File: src/hdl/ctbf_ram.sv
// generic single write port, single read port ram with registered read
// no dependencies
module ctbf_ram #(
  parameter int WIDTH = 32,
  parameter int DEPTH = 33
) (
  input  logic                     clk,
  input  logic                     we,
  input  logic [$clog2(DEPTH)-1:0] waddr,
  input  logic [WIDTH-1:0]         wdata,
  input  logic [$clog2(DEPTH)-1:0] raddr,
  output logic [WIDTH-1:0]         rdata
);

  logic [WIDTH-1:0] mem [DEPTH];

  always_ff @(posedge clk) begin
    if (we) begin
      mem[waddr] <= wdata;
    end
    rdata <= mem[raddr];
  end

endmodule

File: config.mk
export PLATFORM = sky130hd
export DESIGN_NAME = ctbf_ram
export DESIGN_NICKNAME = d
export VERILOG_FILES = /design/src/hdl/ctbf_ram.sv
export SDC_FILE = /design/constraint.sdc
export NUM_CORES = 1
export LEC_CHECK = 0
export BUFFER_PORTS_ARGS = -buffer_cell sky130_fd_sc_hd__buf_2
export CAP_MARGIN = 40
export CORE_ASPECT_RATIO = 0.6
export CORE_MARGIN = 2
export CORE_UTILIZATION = 45
export CTS_CLUSTER_SIZE = 28
export DETAILED_ROUTE_END_ITERATION = 16
export GPL_ROUTABILITY_DRIVEN = 1
export GPL_TIMING_DRIVEN = 1
export HOLD_SLACK_MARGIN = 0.08
export PLACE_DENSITY = 0.62
export SLEW_MARGIN = 40
export SYNTH_ARGS = -nofsm -noshare
export SYNTH_HDL_FRONTEND = slang
export SYNTH_SLANG_ARGS = --single-unit
File: constraint.sdc
create_clock -name clk -period 2.7 [get_ports clk]
set_input_delay 0 -clock clk [delete_from_list [all_inputs] [get_ports clk]]
set_output_delay 0 -clock clk [all_outputs]
set_load 0.01 [all_outputs]
==> After elaboration in Yosys (flattened, before gate mapping) <==
Memories as Yosys holds them, arrays and structs flattened. A register that Yosys moved wholly into a read port is not among the register bits.
Cells that the tools add are included.
{ "word_totals": {"regBits": 0, "ram_bits": 1056, "input_bits": 46, "output_inout_bits": 32, "elab_cells": 3, "n_memories": 1} }
{ "mem_list": {"columns": ["memory", "depth", "word_bits", "rd", "rd_clocked_by_memory_dff", "wr", "line", "source"], "rows": [
  ["mem", 33, 32, 1, 1, 1, "15", "logic [WIDTH-1:0] mem [DEPTH];"]
]} }
{ "op_classes": {"n_mux": 2} }
{ "ops": {"columns": ["cell", "n"], "rows": [
  ["two-way mux 1 bit", 2]
]} }

==> Logic depth before layout (Yosys ltp) <==
{ "depth": {"word_depth": 2, "mapped_depth": 8, "ltp_nobuf": 5} }

==> Least setup slack after synthesis <==
OpenSTA, ideal clock, no wires.
{ "synth_path": {"path_type": "input to register", "startpoint": "in waddr[2]", "endpoint": "mem mem[25][0] (enable)", "setup_time_ns": 0.421, "arrival_ns": 1.889, "t_required_ns": 2.279, "path_slack_ns": 0.390, "path_stages": 2, "path_buffers": 0, "path_cell_list": "or3b_2 nor2_1"} }
{ "synth_rtl": {"columns": ["element", "line", "source"], "rows": [
  ["start, declared", "9", "input logic [$clog2(DEPTH)-1:0] waddr,"],
  ["end, declared", "15", null]
]} }
No word-level cell before the write port.

==> impl_metrics.json <==
{
  "outcome": "finished, final reports clean",
  "ioPinCount": 78,
  "synth.distinct_cells": 27,
  "antenna_found_initial": 5,
  "drcViolationCount": 0,
  "min_path_type": "in -> reg",
  "synth.most_common_cell": "edfxtp_1",
  "netlist_top_cells_count": "edfxtp_1 (1056), mux2i_1 (512), a22oi_1 (128)",
  "seqPwrFrac_pct": 53.7,
  "yosys_warnings": 0,
  "start_util_pct": 45.5,
  "die-area_um2": 95400,
  "whs_path_depth": 4,
  "final_antenna_net_count": 0,
  "hold_viol_final": 0,
  "fp.dieW_um": 397,
  "synthCells": 2207,
  "crit_path_max_fanout": 12,
  "finClkSkew_ps": 24.5,
  "dpl.hpwl_um": 59000,
  "grt_max_degree": 82,
  "syn_nets": 2253,
  "period_share_pct": 71.5,
  "dr.pass1.iters": 5,
  "maxSlewViolCount": 0,
  "cpMostUsedCell": "dlygate4sd3_1",
  "p_leak_nw": 16.6,
  "area_growth_syn_to_layout_pct": 15.3,
  "port-buffer-count": 77,
  "cts_buffer_depth": 3,
  "min_period_ps": 1930,
  "ctsResizeCount": 0,
  "cp-end-kind": "flip-flop",
  "routed_wl_um": 111000,
  "routed_via_density": 5.94,
  "syn_area_um2": 41800,
  "cts_sinks": 1088,
  "layout-drive-gt1-share_pct": 17.0,
  "synth_seq_area_share_pct": 77.4,
  "clock-root-buffer": "clkbuf_16",
  "cp.depth": 7,
  "routedWlPerCell_um": 29.8,
  "critical_path.startpoint_type": "primary input",
  "drtIter0Drc": 2487,
  "syn_area_per_cell_um2": 18.9,
  "overflow": 0,
  "fin_tns_setup_ps": 0,
  "slowest_delay_ps": 970,
  "pre_cts_ws_ps": 449,
  "clk_pin_slew_ps": 70,
  "fill_cells": 7216,
  "grt_util_all_layers_pct": 23.3,
  "critPathKind": "in -> reg",
  "coreArea_um2": 91900,
  "fin_nets": 2464,
  "grt_pass1_wl_um": 158000,
  "cts_tree": "yes",
  "worst_slack_ps": 770,
  "grt_pass1_vias": 21800,
  "num_vias": 22200,
  "ir_drop_mv": 0.462,
  "power_mw": 34.8,
  "power_frac_comb_pct": 5.1,
  "cp_num_buf_inv": 4,
  "ys.flop_type": "edfxtp_1",
  "place.gp.congestion": 0.778,
  "max_freq_mhz": 518,
  "synth.area.top_cells": "edfxtp_1 (76%), mux2i_1 (12%), a22oi_1 (2.3%), dfxtp_1 (1.5%), a221oi_1 (1.3%)",
  "worst_slew_pin_slew_ps": 741,
  "worst_ep_required_time_ps": 3290,
  "power_switching_mw": 7.25,
  "synth_edf_count": 1056,
  "ff2ff_path_depth": 5,
  "switching_share_pct": 20.8,
  "p_clk_share_pct": 41.1,
  "path_cells": "dlygate4sd3_1 > buf_2 > nand2_2 > buf_4 > dlygate4sd3_1 > a21oi_1 > o41ai_2",
  "crit_slowest_cell": "dlygate4sd3_1",
  "htreeDepth": 3,
  "maxCapViolations": 0,
  "cts_inserted_buffers": 93,
  "max-slew-margin-rel_pct": 50.5,
  "setup_violations": 0,
  "insertion_delay_ps": 680,
  "hold_slack_ps": 135,
  "rsz0062_at_grt": "false",
  "ys_async_sr_fraction_pct": 0,
  "powerDensity_nw_per_um2": 723,
  "dieHeight_um": 240,
  "synth.top_cell.area_share_pct": 75.9,
  "synth-seq-cells": 1088,
  "placementRows": 86,
  "crit_family": "buffers and inverters",
  "yosys.area.top_type": "edfxtp_1",
  "arrival_ps": 2520,
  "intPower_mw": 27.6
}
area by class of cell:
type	count	area, um^2	area share [%]
Sequential cell	1088	32400	67.2
Multi-Input combinational cell	986	8920	18.5
Clock buffer	120	2530	5.25
Timing Repair Buffer	249	2100	4.35
Tap cell	1232	1540	3.20
Clock inverter	53	727	1.51
Antenna cell	1	2.50	0.00520
power groups by stage:
| stage | combinational (mW) | clock [mW] | sequential (mW) |
|---|---|---|---|
| global placement | 1.68 | 0 | 19.1 |
| CTS | 1.78 | 14.5 | 18.7 |
| finish | 1.78 | 14.3 | 18.7 |
| detailed placement | 1.72 | 0 | 19.1 |
| global route | 1.90 | 15.2 | 18.7 |
| floorplan | 0.969 | 0 | 19.1 |
timing repair:
action / CTS / global route
setup buffers: 0 / 0
hold buffers: 41 / 0
hold endpoints to repair: 1112 / 0
cell families after synthesis:
| family | share of synthesized area [%] |
|---|---|
| AO/OA/AOI/OAI | 7.48 |
| buffers and inverters | 1.89 |
| flip-flops | 77.4 |
| multiplexers | 12.3 |
| AND/OR/NAND/NOR | 0.931 |
state kept, by name, summed over array words and instances (netlist names):
register and flops:
rdata 32, mem 1056
worst register-to-register path, cell delays in order, from the launching register on:
cell      delay, ps
edfxtp_1        330
mux2i_1          70
a22o_1          240
a221oi_1        300
o22ai_1         180
o41ai_2         410
cell usage in the layout, fill, tap and decap left out, drive strengths merged, types with 32 or more instances in the layout:
cell / count
clkbuf: 120
buf: 208
edfxtp: 1056
mux2i: 512
a21oi: 64
a22oi: 128
nor2: 36
o41ai: 32
dlygate4sd3: 41
a22o: 64
o22ai: 32
dfxtp: 32
a221oi: 64
nand2: 36
final timing paths:
| check | start | end | slack (ps) |
|---|---|---|---|
| hold reg to reg | mem[32][17] | rdata[17] | 440 |
| setup reg to reg | mem[1][9] | rdata[9] | 1070 |
| setup / recovery | raddr[4] | rdata[29] | 770 |
| hold / removal | we | mem[26][7] | 140 |
layer usage:
| layer | part of all wire [%] | track usage (%) | vias to the layer above |
|---|---|---|---|
| li1 | - | - | 9466 |
| met3 | 7.7 | 3.81 | 154 |
| met2 | 46 | 36.0 | 918 |
| met5 | 0.024 | 0 | - |
| met4 | 1.8 | 5.30 | 4 |
| met1 | 45 | 34.8 | 11600 |
through the flow:
stage | utilization (%) | cells | instance area, um^2
after floorplan | - | 2207 | 41800
after global placement | 48.4 | 3514 | 44500
after detailed placement | 48.4 | 3514 | 44500
after CTS | 52.4 | 3728 | 48200
after global routing | 52.4 | 3728 | 48200
final | 52.4 | 3729 | 48200
Power figures use the tool's default switching activity.
